$ cat src/rtl/core/bec_pkg.sv
// shared types and constants for the bounce easing curve unit
package bec_pkg;

  localparam int BEC_FRAC_BITS = 16;

  typedef enum logic [1:0] {
    MODE_IN     = 2'd0,
    MODE_OUT    = 2'd1,
    MODE_IN_OUT = 2'd2,
    MODE_OUT_IN = 2'd3
  } bec_mode_t;

  typedef enum logic {
    CFG_AMPLITUDE  = 1'b0,
    CFG_CURVE_MODE = 1'b1
  } bec_cfg_idx_t;

  // how the basic curve value is folded into the result
  typedef enum logic [1:0] {
    OP_PASS     = 2'd0,
    OP_SUB_ONE  = 2'd1,
    OP_HALF_SUB = 2'd2,
    OP_HALF_ADD = 2'd3
  } bec_op_t;

  typedef struct packed {
    bec_op_t op;
    logic    half_c;
  } bec_ctrl_t;

endpackage

$ cat src/rtl/core/bounce_easing_curve_unit.sv
// top level of the bounce easing curve unit
// throughput: one sample per cycle while the output is not stalled, through a seven-stage evaluation pipeline
// an output stall freezes the pipeline; the two-entry queue absorbs the front end
// reset: amplitude returns to 1.0, curve mode to ease out, queue and pipeline empty
module bounce_easing_curve_unit
  import bec_pkg::*;
#(
  parameter int FRAC_BITS = BEC_FRAC_BITS
) (
  input  logic                        clk,
  input  logic                        rst,
  input  logic                        cfg_we,
  input  logic                        cfg_index,
  input  logic [FRAC_BITS+1:0]        cfg_data,
  input  logic                        in_valid,
  output logic                        in_stall,
  input  logic [FRAC_BITS:0]          time_sample,
  output logic                        out_valid,
  input  logic                        out_stall,
  output logic signed [FRAC_BITS+1:0] eased_value
);

  logic [FRAC_BITS+1:0] amplitude;
  bec_mode_t            curve_mode;

  always_ff @(posedge clk) begin
    if (rst) begin
      amplitude  <= (FRAC_BITS + 2)'(1) << FRAC_BITS;
      curve_mode <= MODE_OUT;
    end else if (cfg_we) begin
      unique case (bec_cfg_idx_t'(cfg_index))
        CFG_AMPLITUDE:  amplitude  <= cfg_data;
        CFG_CURVE_MODE: curve_mode <= bec_mode_t'(cfg_data[1:0]);
        default: ;
      endcase
    end
  end

  logic [FRAC_BITS:0] fx;
  bec_ctrl_t          fctrl;
  logic               full;
  logic               pop_ready;
  logic               head_valid;
  logic [FRAC_BITS:0] head_x;
  bec_ctrl_t          head_ctrl;

  assign in_stall = full;

  bec_front #(.FRAC_BITS(FRAC_BITS)) u_front (
    .time_sample (time_sample),
    .curve_mode  (curve_mode),
    .x           (fx),
    .ctrl        (fctrl)
  );

  bec_queue #(.FRAC_BITS(FRAC_BITS)) u_queue (
    .clk        (clk),
    .rst        (rst),
    .push       (in_valid),
    .push_x     (fx),
    .push_ctrl  (fctrl),
    .full       (full),
    .pop_ready  (pop_ready),
    .head_valid (head_valid),
    .head_x     (head_x),
    .head_ctrl  (head_ctrl)
  );

  bec_back #(.FRAC_BITS(FRAC_BITS)) u_back (
    .clk         (clk),
    .rst         (rst),
    .amplitude   (amplitude),
    .head_valid  (head_valid),
    .head_x      (head_x),
    .head_ctrl   (head_ctrl),
    .pop_ready   (pop_ready),
    .out_valid   (out_valid),
    .out_stall   (out_stall),
    .eased_value (eased_value)
  );

endmodule

$ cat src/rtl/core/bec_front.sv
// front end: time saturation and mode classification into curve argument and fold op
module bec_front
  import bec_pkg::*;
#(
  parameter int FRAC_BITS = BEC_FRAC_BITS
) (
  input  logic [FRAC_BITS:0] time_sample,
  input  bec_mode_t          curve_mode,
  output logic [FRAC_BITS:0] x,
  output bec_ctrl_t          ctrl
);

  localparam int XW = FRAC_BITS + 1;
  localparam logic [XW-1:0] ONE  = XW'(1) << FRAC_BITS;
  localparam logic [XW-1:0] HALF = XW'(1) << (FRAC_BITS - 1);
  localparam logic [XW:0]   ONE_W = (XW + 1)'(1) << FRAC_BITS;
  localparam logic [XW:0]   TWO_W = (XW + 1)'(1) << (FRAC_BITS + 1);

  logic [XW-1:0] t_sat;
  logic [XW:0]   t2;
  logic          low_half;

  always_comb begin
    t_sat    = (time_sample > ONE) ? ONE : time_sample;
    t2       = {t_sat, 1'b0};
    low_half = (t_sat < HALF);
    x        = '0;
    ctrl     = '{op: OP_PASS, half_c: 1'b0};
    unique case (curve_mode)
      MODE_IN: begin
        x       = ONE - t_sat;
        ctrl.op = OP_SUB_ONE;
      end
      MODE_OUT: begin
        x       = t_sat;
        ctrl.op = OP_PASS;
      end
      MODE_IN_OUT: begin
        if (low_half) begin
          x       = XW'(ONE_W - t2);
          ctrl.op = OP_HALF_SUB;
        end else begin
          x       = XW'(t2 - ONE_W);
          ctrl.op = OP_HALF_ADD;
        end
      end
      MODE_OUT_IN: begin
        ctrl.half_c = 1'b1;
        if (low_half) begin
          x       = XW'(t2);
          ctrl.op = OP_PASS;
        end else begin
          x       = XW'(TWO_W - t2);
          ctrl.op = OP_SUB_ONE;
        end
      end
      default: begin
        x    = '0;
        ctrl = '{op: OP_PASS, half_c: 1'b0};
      end
    endcase
  end

endmodule

$ cat src/rtl/core/bec_queue.sv
// two-entry queue between front end and evaluation pipeline
module bec_queue
  import bec_pkg::*;
#(
  parameter int FRAC_BITS = BEC_FRAC_BITS
) (
  input  logic               clk,
  input  logic               rst,
  input  logic               push,
  input  logic [FRAC_BITS:0] push_x,
  input  bec_ctrl_t          push_ctrl,
  output logic               full,
  input  logic               pop_ready,
  output logic               head_valid,
  output logic [FRAC_BITS:0] head_x,
  output bec_ctrl_t          head_ctrl
);

  logic               tail_valid;
  logic [FRAC_BITS:0] tail_x;
  bec_ctrl_t          tail_ctrl;
  logic               pop;
  logic               do_push;

  assign full    = tail_valid;
  assign pop     = pop_ready && head_valid;
  assign do_push = push && !tail_valid;

  always_ff @(posedge clk) begin
    if (rst) begin
      head_valid <= 1'b0;
      tail_valid <= 1'b0;
    end else if (pop) begin
      if (tail_valid) begin
        head_x     <= tail_x;
        head_ctrl  <= tail_ctrl;
        tail_valid <= 1'b0;
      end else if (do_push) begin
        head_x    <= push_x;
        head_ctrl <= push_ctrl;
      end else begin
        head_valid <= 1'b0;
      end
    end else if (do_push) begin
      if (head_valid) begin
        tail_x     <= push_x;
        tail_ctrl  <= push_ctrl;
        tail_valid <= 1'b1;
      end else begin
        head_x     <= push_x;
        head_ctrl  <= push_ctrl;
        head_valid <= 1'b1;
      end
    end
  end

endmodule

$ cat src/rtl/core/bec_back.sv
// evaluation pipeline: segment select, square, dip scaling, fold and saturation
module bec_back
  import bec_pkg::*;
#(
  parameter int FRAC_BITS = BEC_FRAC_BITS
) (
  input  logic                       clk,
  input  logic                       rst,
  input  logic [FRAC_BITS+1:0]       amplitude,
  input  logic                       head_valid,
  input  logic [FRAC_BITS:0]         head_x,
  input  bec_ctrl_t                  head_ctrl,
  output logic                       pop_ready,
  output logic                       out_valid,
  input  logic                       out_stall,
  output logic signed [FRAC_BITS+1:0] eased_value
);

  localparam int FB  = FRAC_BITS;
  localparam int XW  = FB + 1;
  localparam int X11W = FB + 4;
  localparam int X22W = FB + 5;
  localparam int PW  = FB + 4;
  localparam int AW  = FB + 2;
  localparam int YW  = FB + 4;
  localparam int OW  = FB + 2;

  localparam logic [XW-1:0]   ONE_X  = XW'(1) << FB;
  localparam logic [X11W-1:0] SEG_4  = X11W'(4) << FB;
  localparam logic [X11W-1:0] SEG_8  = X11W'(8) << FB;
  localparam logic [X11W-1:0] SEG_10 = X11W'(10) << FB;
  localparam logic [X22W-1:0] MID_12 = X22W'(12) << FB;
  localparam logic [X22W-1:0] MID_18 = X22W'(18) << FB;
  localparam logic [X22W-1:0] MID_21 = X22W'(21) << FB;
  localparam logic [X22W-1:0] R_4    = X22W'(4) << FB;
  localparam logic [X22W-1:0] R_2    = X22W'(2) << FB;
  localparam logic [X22W-1:0] R_1    = X22W'(1) << FB;
  localparam logic signed [YW-1:0] ONE_Y  = YW'(1) << FB;
  localparam logic signed [YW-1:0] HALF_Y = YW'(1) << (FB - 1);
  localparam logic signed [YW-1:0] LIM_Y  = YW'(1) << (FB + 1);
  localparam logic signed [YW-1:0] MAX_Y  = LIM_Y - YW'(1);
  localparam logic signed [YW-1:0] MIN_Y  = -LIM_Y;

  // segment 0 is the rising parabola, 1..3 are the rebound dips
  typedef enum logic [1:0] {
    SEG_RISE = 2'd0,
    SEG_DIP4 = 2'd1,
    SEG_DIP2 = 2'd2,
    SEG_DIP1 = 2'd3
  } seg_t;

  logic en;
  assign en        = !out_valid || !out_stall;
  assign pop_ready = en;

  // stage 1
  logic            v1, top1;
  logic [X11W-1:0] x11_1;
  seg_t            seg1;
  bec_ctrl_t       ctrl1;
  logic [X11W-1:0] x11_c;
  seg_t            seg_c;

  always_comb begin
    x11_c = X11W'({head_x, 3'b000}) + X11W'({head_x, 1'b0}) + X11W'(head_x);
    priority if (x11_c < SEG_4) seg_c = SEG_RISE;
    else if (x11_c < SEG_8)     seg_c = SEG_DIP4;
    else if (x11_c < SEG_10)    seg_c = SEG_DIP2;
    else                        seg_c = SEG_DIP1;
  end

  // stage 2
  logic            v2, top2;
  logic [PW-1:0]   p2, q2;
  seg_t            seg2;
  bec_ctrl_t       ctrl2;
  logic [X22W-1:0] x22_c, mid_c, rone_c, w_c;

  always_comb begin
    x22_c = {x11_1, 1'b0};
    unique case (seg1)
      SEG_DIP4: begin mid_c = MID_12; rone_c = R_4; end
      SEG_DIP2: begin mid_c = MID_18; rone_c = R_2; end
      default:  begin mid_c = MID_21; rone_c = R_1; end
    endcase
    w_c = (x22_c >= mid_c) ? (x22_c - mid_c) : (mid_c - x22_c);
    if (w_c > rone_c) w_c = rone_c;
  end

  // stage 3
  logic            v3, top3;
  logic [2*PW-1:0] prod3;
  seg_t            seg3;
  bec_ctrl_t       ctrl3;

  // stage 4
  logic            v4, top4;
  logic [FB-1:0]   res4;
  seg_t            seg4;
  bec_ctrl_t       ctrl4;
  logic [2*PW-1:0] rise_c;

  always_comb begin
    rise_c = ctrl3.half_c ? (prod3 >> (FB + 5)) : (prod3 >> (FB + 4));
  end

  // stage 5
  logic              v5, top5;
  logic [AW+FB-1:0]  prod5;
  logic [FB-1:0]     res5;
  seg_t              seg5;
  bec_ctrl_t         ctrl5;

  // stage 6
  logic              v6;
  logic signed [YW-1:0] b6;
  bec_ctrl_t         ctrl6;
  logic signed [YW-1:0] c_c, drop_c, b_c;

  always_comb begin
    c_c    = ctrl5.half_c ? (ONE_Y >>> 1) : ONE_Y;
    drop_c = YW'(prod5[FB +: AW]);
    priority if (top5)          b_c = c_c;
    else if (seg5 == SEG_RISE)  b_c = YW'(res5);
    else                        b_c = c_c - drop_c;
  end

  // stage 7 fold and saturate
  logic signed [YW-1:0] y_c;

  always_comb begin
    unique case (ctrl6.op)
      OP_PASS:     y_c = b6;
      OP_SUB_ONE:  y_c = ONE_Y - b6;
      OP_HALF_SUB: y_c = (ONE_Y - b6) >>> 1;
      OP_HALF_ADD: y_c = (b6 >>> 1) + HALF_Y;
      default:     y_c = b6;
    endcase
  end

  always_ff @(posedge clk) begin
    if (rst) begin
      v1 <= 1'b0;
      v2 <= 1'b0;
      v3 <= 1'b0;
      v4 <= 1'b0;
      v5 <= 1'b0;
      v6 <= 1'b0;
      out_valid <= 1'b0;
    end else if (en) begin
      v1 <= head_valid;
      v2 <= v1;
      v3 <= v2;
      v4 <= v3;
      v5 <= v4;
      v6 <= v5;
      out_valid <= v6;
    end
  end

  always_ff @(posedge clk) begin
    if (en) begin
      x11_1 <= x11_c;
      seg1  <= seg_c;
      top1  <= (head_x >= ONE_X);
      ctrl1 <= head_ctrl;

      if (seg1 == SEG_RISE) begin
        p2 <= PW'(x11_1);
        q2 <= PW'(x11_1);
      end else begin
        p2 <= PW'(rone_c - w_c);
        q2 <= PW'(rone_c + w_c);
      end
      seg2  <= seg1;
      top2  <= top1;
      ctrl2 <= ctrl1;

      prod3 <= {{PW{1'b0}}, p2} * {{PW{1'b0}}, q2};
      seg3  <= seg2;
      top3  <= top2;
      ctrl3 <= ctrl2;

      res4  <= (seg3 == SEG_RISE) ? FB'(rise_c) : FB'(prod3 >> (FB + 6));
      seg4  <= seg3;
      top4  <= top3;
      ctrl4 <= ctrl3;

      prod5 <= {{FB{1'b0}}, amplitude} * {{AW{1'b0}}, res4};
      res5  <= res4;
      seg5  <= seg4;
      top5  <= top4;
      ctrl5 <= ctrl4;

      b6    <= b_c;
      ctrl6 <= ctrl5;

      if (y_c > MAX_Y)      eased_value <= OW'(MAX_Y);
      else if (y_c < MIN_Y) eased_value <= OW'(MIN_Y);
      else                  eased_value <= OW'(y_c);
    end
  end

endmodule

$ cat config.mk
export PLATFORM = sky130hd
export DESIGN_NAME = bounce_easing_curve_unit
export DESIGN_NICKNAME = d
export VERILOG_FILES = /design/src/rtl/core/bec_pkg.sv /design/src/rtl/core/bounce_easing_curve_unit.sv /design/src/rtl/core/bec_front.sv /design/src/rtl/core/bec_queue.sv /design/src/rtl/core/bec_back.sv
export SDC_FILE = /design/constraint.sdc
export NUM_CORES = 2
export LEC_CHECK = 0
export CAP_MARGIN = 20
export CORE_MARGIN = 4
export CORE_UTILIZATION = 27
export CTS_BUF_LIST = sky130_fd_sc_hd__clkbuf_8
export CTS_CLUSTER_DIAMETER = 150
export DETAILED_ROUTE_END_ITERATION = 8
export DONT_BUFFER_PORTS = 1
export MAX_ROUTING_LAYER = met4
export PLACE_DENSITY_LB_ADDON = 0.12
export SYNTH_ARGS = -nofsm -noshare
export SYNTH_HDL_FRONTEND = slang
export SYNTH_SLANG_ARGS = --single-unit
$ cat constraint.sdc
create_clock -name clk -period 14.3 [get_ports clk]
set_input_delay 2.86 -clock clk [delete_from_list [all_inputs] [get_ports clk]]
set_output_delay 2.86 -clock clk [all_outputs]
set_load 0.05 [all_outputs]
**After elaboration in Yosys (flattened, before gate mapping)**

Cells that the tools add are included.

- Register bits: 303

- $mul: 2
- Equality and inequality tests: 11
- Add/subtract/negate cells: 13
- Bitwise operators: 3
- Order comparisons: 10
- Mux-type cells: 37
- Reduce and logical (&&, ||, !) cells: 21

Operators with widths:

| cell | number |
|---|---|
| 17-bit two-way mux | 9 |
| 20-bit two-way mux | 5 |
| 20-bit case mux with 4 select lines | 1 |
| 17-bit case mux with 4 select lines | 1 |
| 21-bit case mux with 2 select lines | 1 |
| 21-bit subtractor | 2 |
| 20-bit less-than comparator (second input constant) | 2 |
| 20-bit by 20-bit multiplier with 38-bit output | 1 |
| 19-bit case mux with 2 select lines | 1 |
| 18-bit by 16-bit multiplier with 34-bit output | 1 |
| 17-bit subtractor (first input constant) | 2 |
| 16-bit two-way mux | 2 |
| 21-bit >= comparator | 1 |
| 21-bit by 19-bit greater-than comparator with 1-bit output | 1 |
| 21-bit two-way mux | 1 |
| 19-bit by 17-bit adder with 20-bit output (second input constant) | 1 |
| 19-bit by 20-bit adder with 20-bit output | 1 |
| 20-bit by 17-bit adder with 20-bit output | 1 |
| 20-bit by 18-bit adder with 20-bit output | 1 |
| 20-bit by 18-bit greater-than comparator with 1-bit output (second input constant) | 1 |
| 20-bit by 18-bit less-than comparator with 1-bit output (second input constant) | 1 |
| 20-bit by 19-bit less-than comparator with 1-bit output (second input constant) | 1 |
| 18-bit by 20-bit subtractor with 20-bit output (first input constant) | 1 |
| 19-bit by 20-bit subtractor with 20-bit output | 1 |
| other kinds (23) | 57 |

**Logic depth before layout (Yosys ltp)**

- Depth after elaboration: 8
- Mapped depth: 26
- Gate-level depth less buffers: 25

**Cells and area by module**

From an unflattened synthesis, not the netlist that was laid out.

- Cells, all modules: 3897
- Area, all modules: 36981.7 sq um

By module, submodules not included:

| module | area an instance (sq um) | cells an instance | instances |
|---|---|---|---|
| bec_back | 32941.6 | 3493 | 1 |
| bec_queue | 1627.8 | 74 | 1 |
| bec_front | 1468.9 | 242 | 1 |
| bounce_easing_curve_unit | 943.4 | 88 | 1 |

**Least setup slack after synthesis**

No wires, ideal clock.

- Path kind: input -> register
- Start: in out_stall
- End: reg, netlist name u_queue.head_ctrl[0]
- Setup slack: 7.480 ns
- Library setup time: 0.260 ns
- Stages on the path: 5
- Data arrival time: 6.560 ns
- Required time: 14.040 ns
- Buffers on the path: 1
- Cells stage by stage: and2_1 > inv_2 > nand3_1 > clkbuf_1 > mux2_2

- Longest elaborated chain between the ends: 4

Ends and longest elaborated chain:

| what | RTL line | RTL |
|---|---|---|
| from (decl) | bounce_easing_curve_unit.sv:19 | `input logic out_stall,` |
| 1-bit zero test | bec_back.sv:53 | `assign en = !out_valid \|\| !out_stall;` |
| 1-bit logical OR | bec_back.sv:53 |  |
| 1-bit logical AND | bec_queue.sv:26 | `assign pop = pop_ready && head_valid;` |
| 3-bit two-way mux | bec_queue.sv:33 | `end else if (pop) begin` |

No other way between the ends.
A chain may end at the register's enable or synchronous reset.

**Worst setup path after layout**

- Start: reg u_back.res4[2]
- End: reg u_back.prod5[23], data pin

- Longest elaborated chain between the ends: 1

Ends and longest elaborated chain:

| what | RTL line | RTL |
|---|---|---|
| from (decl) | bec_back.sv:98 | `logic [FB-1:0] res4;` |
| from (signal assigned) | bec_back.sv:184 | `res4 <= (seg3 == SEG_RISE) ? FB'(rise_c) : FB'(prod3 >> (FB + 6));` |
| 18-bit by 16-bit multiplier with 34-bit output | bec_back.sv:189 | `prod5 <= {{FB{1'b0}}, amplitude} * {{AW{1'b0}}, res4};` |
| to (signal assigned) | bec_back.sv:189 |  |
| to (decl) | bec_back.sv:109 | `logic [AW+FB-1:0] prod5;` |

No other way between the ends.

==> impl_metrics.json <==
{
  "fin_crit_sh": 0.528,
  "timing.rr.start": "u_back.res4[2]$_DFFE_PN_",
  "cts.root.buffer_cell": "clkbuf_8",
  "ys_ff_latch": 265,
  "overflow": 0,
  "rrSetupSlack_ns": 6.74,
  "final_nets": 4718,
  "status": "completed",
  "cts.clk_slew.worst_paths_ns": 0.06,
  "use_met1": 0.213,
  "critPathRequiredTime_ns": 14.77,
  "dr.pass1.iters": 7,
  "syn_to_final_growth_pct": 7.65,
  "grt_pass1_wl_microns": 165000,
  "cpLargestDelayFamily": "adder cells",
  "yosys_warnings": 0,
  "fillerInstances": 14400,
  "wire_per_inst_microns": 18.2,
  "met2_usage": 0.240,
  "whs_path_depth": 0,
  "crit_slowest_cell": "edfxtp_1",
  "start_kind": "flop",
  "final_common_cell": "inv_1",
  "vias": 25700,
  "grt_setup_unrepaired": "no",
  "grt_use_met3": 0.0190,
  "cts_buffer_depth": 3,
  "gp_congestion": 0.797,
  "worstRegToRegCells": 22,
  "vdd_ir_drop_max_mv": 0.191,
  "hold_end": "u_back.ctrl2[1]$_DFFE_PN_",
  "synth_edf_count": 236,
  "post_cts_buffers": 0,
  "cts-hold-fix-buffers": 0,
  "synthCells": 3967,
  "clock_skew_ns": 0.0450,
  "critPathBufInv": 5,
  "core_area_sq_um": 135000,
  "ff_latch_area_sq_um": 7670,
  "drc_errors": 0,
  "row_count": 135,
  "synth_nets": 4855,
  "synth_cell_type_count": 86,
  "multi_input_area_sq_um": 25600,
  "track_usage": 0.153,
  "grt_pass1_vias": 27500,
  "clkSinkCount": 265,
  "crit_type": "reg -> reg",
  "crit_chain": "nand2_1, fa_1, inv_1, fa_1, inv_1, fa_1, fa_1, fa_1, fa_1, inv_1, ha_1, a21oi_1, o21ai_0, a2111oi_0, buf_1, a2111oi_1, buf_4, o21ai_0, a21boi_0, o21ai_0, nand2_1, o311ai_0",
  "grt_max_degree": 74,
  "hold_path.class": "reg -> reg",
  "max_slew.worst_pin.slew_ns": 1.09,
  "port_buffers": 0,
  "cts_tree": "built",
  "ys_async_sr_fraction": 0,
  "power.total_mw": 8.85,
  "drive_above_1_share": 0.0418,
  "relSlewSlack": 0.275,
  "end_kind": "flop",
  "grt_antenna_before_repair": 4,
  "synth_area_sq_um": 36700,
  "grt_busiest_layer": "met2",
  "crit_path_max_fanout": 19,
  "drv_cap": 0,
  "die_area_sq_um": 142000,
  "placed_area_sq_um": 38400,
  "dpl.cell_count": 5556,
  "maxSlewViolCount": 0,
  "synth.avg_cell_area_sq_um": 9.26,
  "die_h_microns": 377,
  "via_per_inst": 4.55,
  "crit_top_cell": "fa_1",
  "setup_viol_count_final": 0,
  "synth_top_flop_cell": "edfxtp_1",
  "cts_buffers": 53,
  "htreeDepth": 2,
  "tns_ns": 0,
  "timing.rr.end": "u_back.prod5[23]$_DFFE_PN_",
  "worstPathArrival_ns": 8.02,
  "fmax_ghz": 0.132,
  "drtIter0Drc": 1320,
  "leakage_nw": 17.9,
  "layout_common_cells": "inv_1, nand2_1, fa_1",
  "hold_viol": 0,
  "start_util": 0.272,
  "hp-start": "u_back.ctrl1[1]$_DFFE_PN_",
  "insertion_delay_ns": 0.70,
  "dp.final_hpwl_microns": 79500,
  "final_cell_area_sq_um": 39500,
  "cts_resized": 0,
  "fp.dieW_microns": 377,
  "power_density_nw_per_um2": 224,
  "period_needed_ns": 7.56,
  "worst_path_largest_cell_delay_ns": 0.97,
  "pin_count": 61,
  "finalNonFillerCells": 5655,
  "yosysSeqAreaShare": 0.209,
  "ant_nets": 0,
  "wl_microns": 103000,
  "utilization": 0.292
}
## Yosys cell counts (12+ instances only)
cell type | instances | area [sq um]
a21o_1 | 24 | 180
o21ai_0 | 136 | 681
fa_1 | 556 | 11100
nand4_1 | 15 | 93.8
o211ai_1 | 21 | 158
edfxtp_1 | 236 | 7090
or3_1 | 14 | 87.6
xnor2_1 | 75 | 657
nand2_1 | 570 | 2140
a31oi_1 | 22 | 138
o31ai_1 | 18 | 135
clkbuf_1 | 219 | 822
mux2i_1 | 31 | 310
mux2_2 | 14 | 158
nand3_1 | 41 | 205
dfxtp_1 | 29 | 581
nor3_1 | 55 | 275
a21oi_1 | 154 | 771
inv_1 | 675 | 2530
o21a_1 | 12 | 90.1
and2_1 | 322 | 2010
and3_1 | 15 | 93.8
a211oi_1 | 14 | 105
nor2_1 | 148 | 556
ha_1 | 291 | 3640
nand2b_1 | 13 | 81.3
nor2b_1 | 12 | 75.1
xor2_1 | 43 | 377
nor4_1 | 18 | 113
## stage by stage
stage | hold WS (ns) | setup slack (ns)
3_3_place_gp | 0.401 | 6.30
4_1_cts | 0.417 | 6.66
5_1_grt | 0.426 | 6.29
2_1_floorplan | 0.400 | 7.48
3_5_place_dp | 0.405 | 6.74
6_report | 0.416 | 6.74
## how the worst max path moves through the flow
stage	startpoint	to	slack [ns]	cells past startpoint
5_1_grt	u_back.res4[2]$_DFFE_PN_	u_back.prod5[23]$_DFFE_PN_	6.29	22
4_1_cts	u_back.res4[2]$_DFFE_PN_	u_back.prod5[23]$_DFFE_PN_	6.66	22
3_3_place_gp	u_back.res4[2]$_DFFE_PN_	u_back.prod5[23]$_DFFE_PN_	6.30	21
2_1_floorplan	out_stall	u_queue.head_ctrl[0]$_DFFE_PP_	7.48	5
3_5_place_dp	u_back.res4[2]$_DFFE_PN_	u_back.prod5[23]$_DFFE_PN_	6.74	22
6_report	u_back.res4[2]$_DFFE_PN_	u_back.prod5[23]$_DFFE_PN_	6.74	22
## per-layer routing
layer,share of wire,vias to the layer above
met5,0,-
met4,0.020,0
met3,0.034,101
met2,0.45,372
met1,0.49,12900
li1,-,12400
## area by class of cell
cell class	count	area share
antenna	2	0.000127
sequential	265	0.194
clock buffer	55	0.0191
clock inverter	42	0.00978
tap	1781	0.0564
timing repair buffer	43	0.00807
multi-input combinational	2791	0.648
inverter	676	0.0644
## cell families (layout without fill, tap and decap cells)
family,Yosys count,in the layout,synth area share
compound gates,504,504,0.0866
xor+xnor,118,118,0.0281
fa+ha+maj,847,847,0.402
buf+inv,911,816,0.0938
flops,265,265,0.209
mux,45,45,0.0127
other cells,0,2,0
simple gates,1277,1277,0.168
## power breakdown
part / total (mW) / switching, mW / leakage, nW / internal [mW]
clock: 0.848 / 0.374 / 0.626 / 0.474
sequential: 1.93 / 0.601 / 2.76 / 1.33
combinational: 6.07 / 3.53 / 14.5 / 2.54
total: 8.85 / 4.51 / 17.9 / 4.35
## registers in the layout (all words and copies together), names as in the netlist, 3 cells and up
signal              cells
amplitude              18
u_back.b6              20
u_back.ctrl1            3
u_back.ctrl2            3
u_back.ctrl3            3
u_back.ctrl4            3
u_back.ctrl5            3
u_back.eased_value     18
u_back.p2              18
u_back.prod3           18
u_back.prod5           18
u_back.q2              20
u_back.res4            16
u_back.res5            16
u_back.x11_1           20
u_queue.head_ctrl       3
u_queue.head_x         17
u_queue.tail_ctrl       3
u_queue.tail_x         17
No activity file was read; power rests on OpenSTA's default activity.
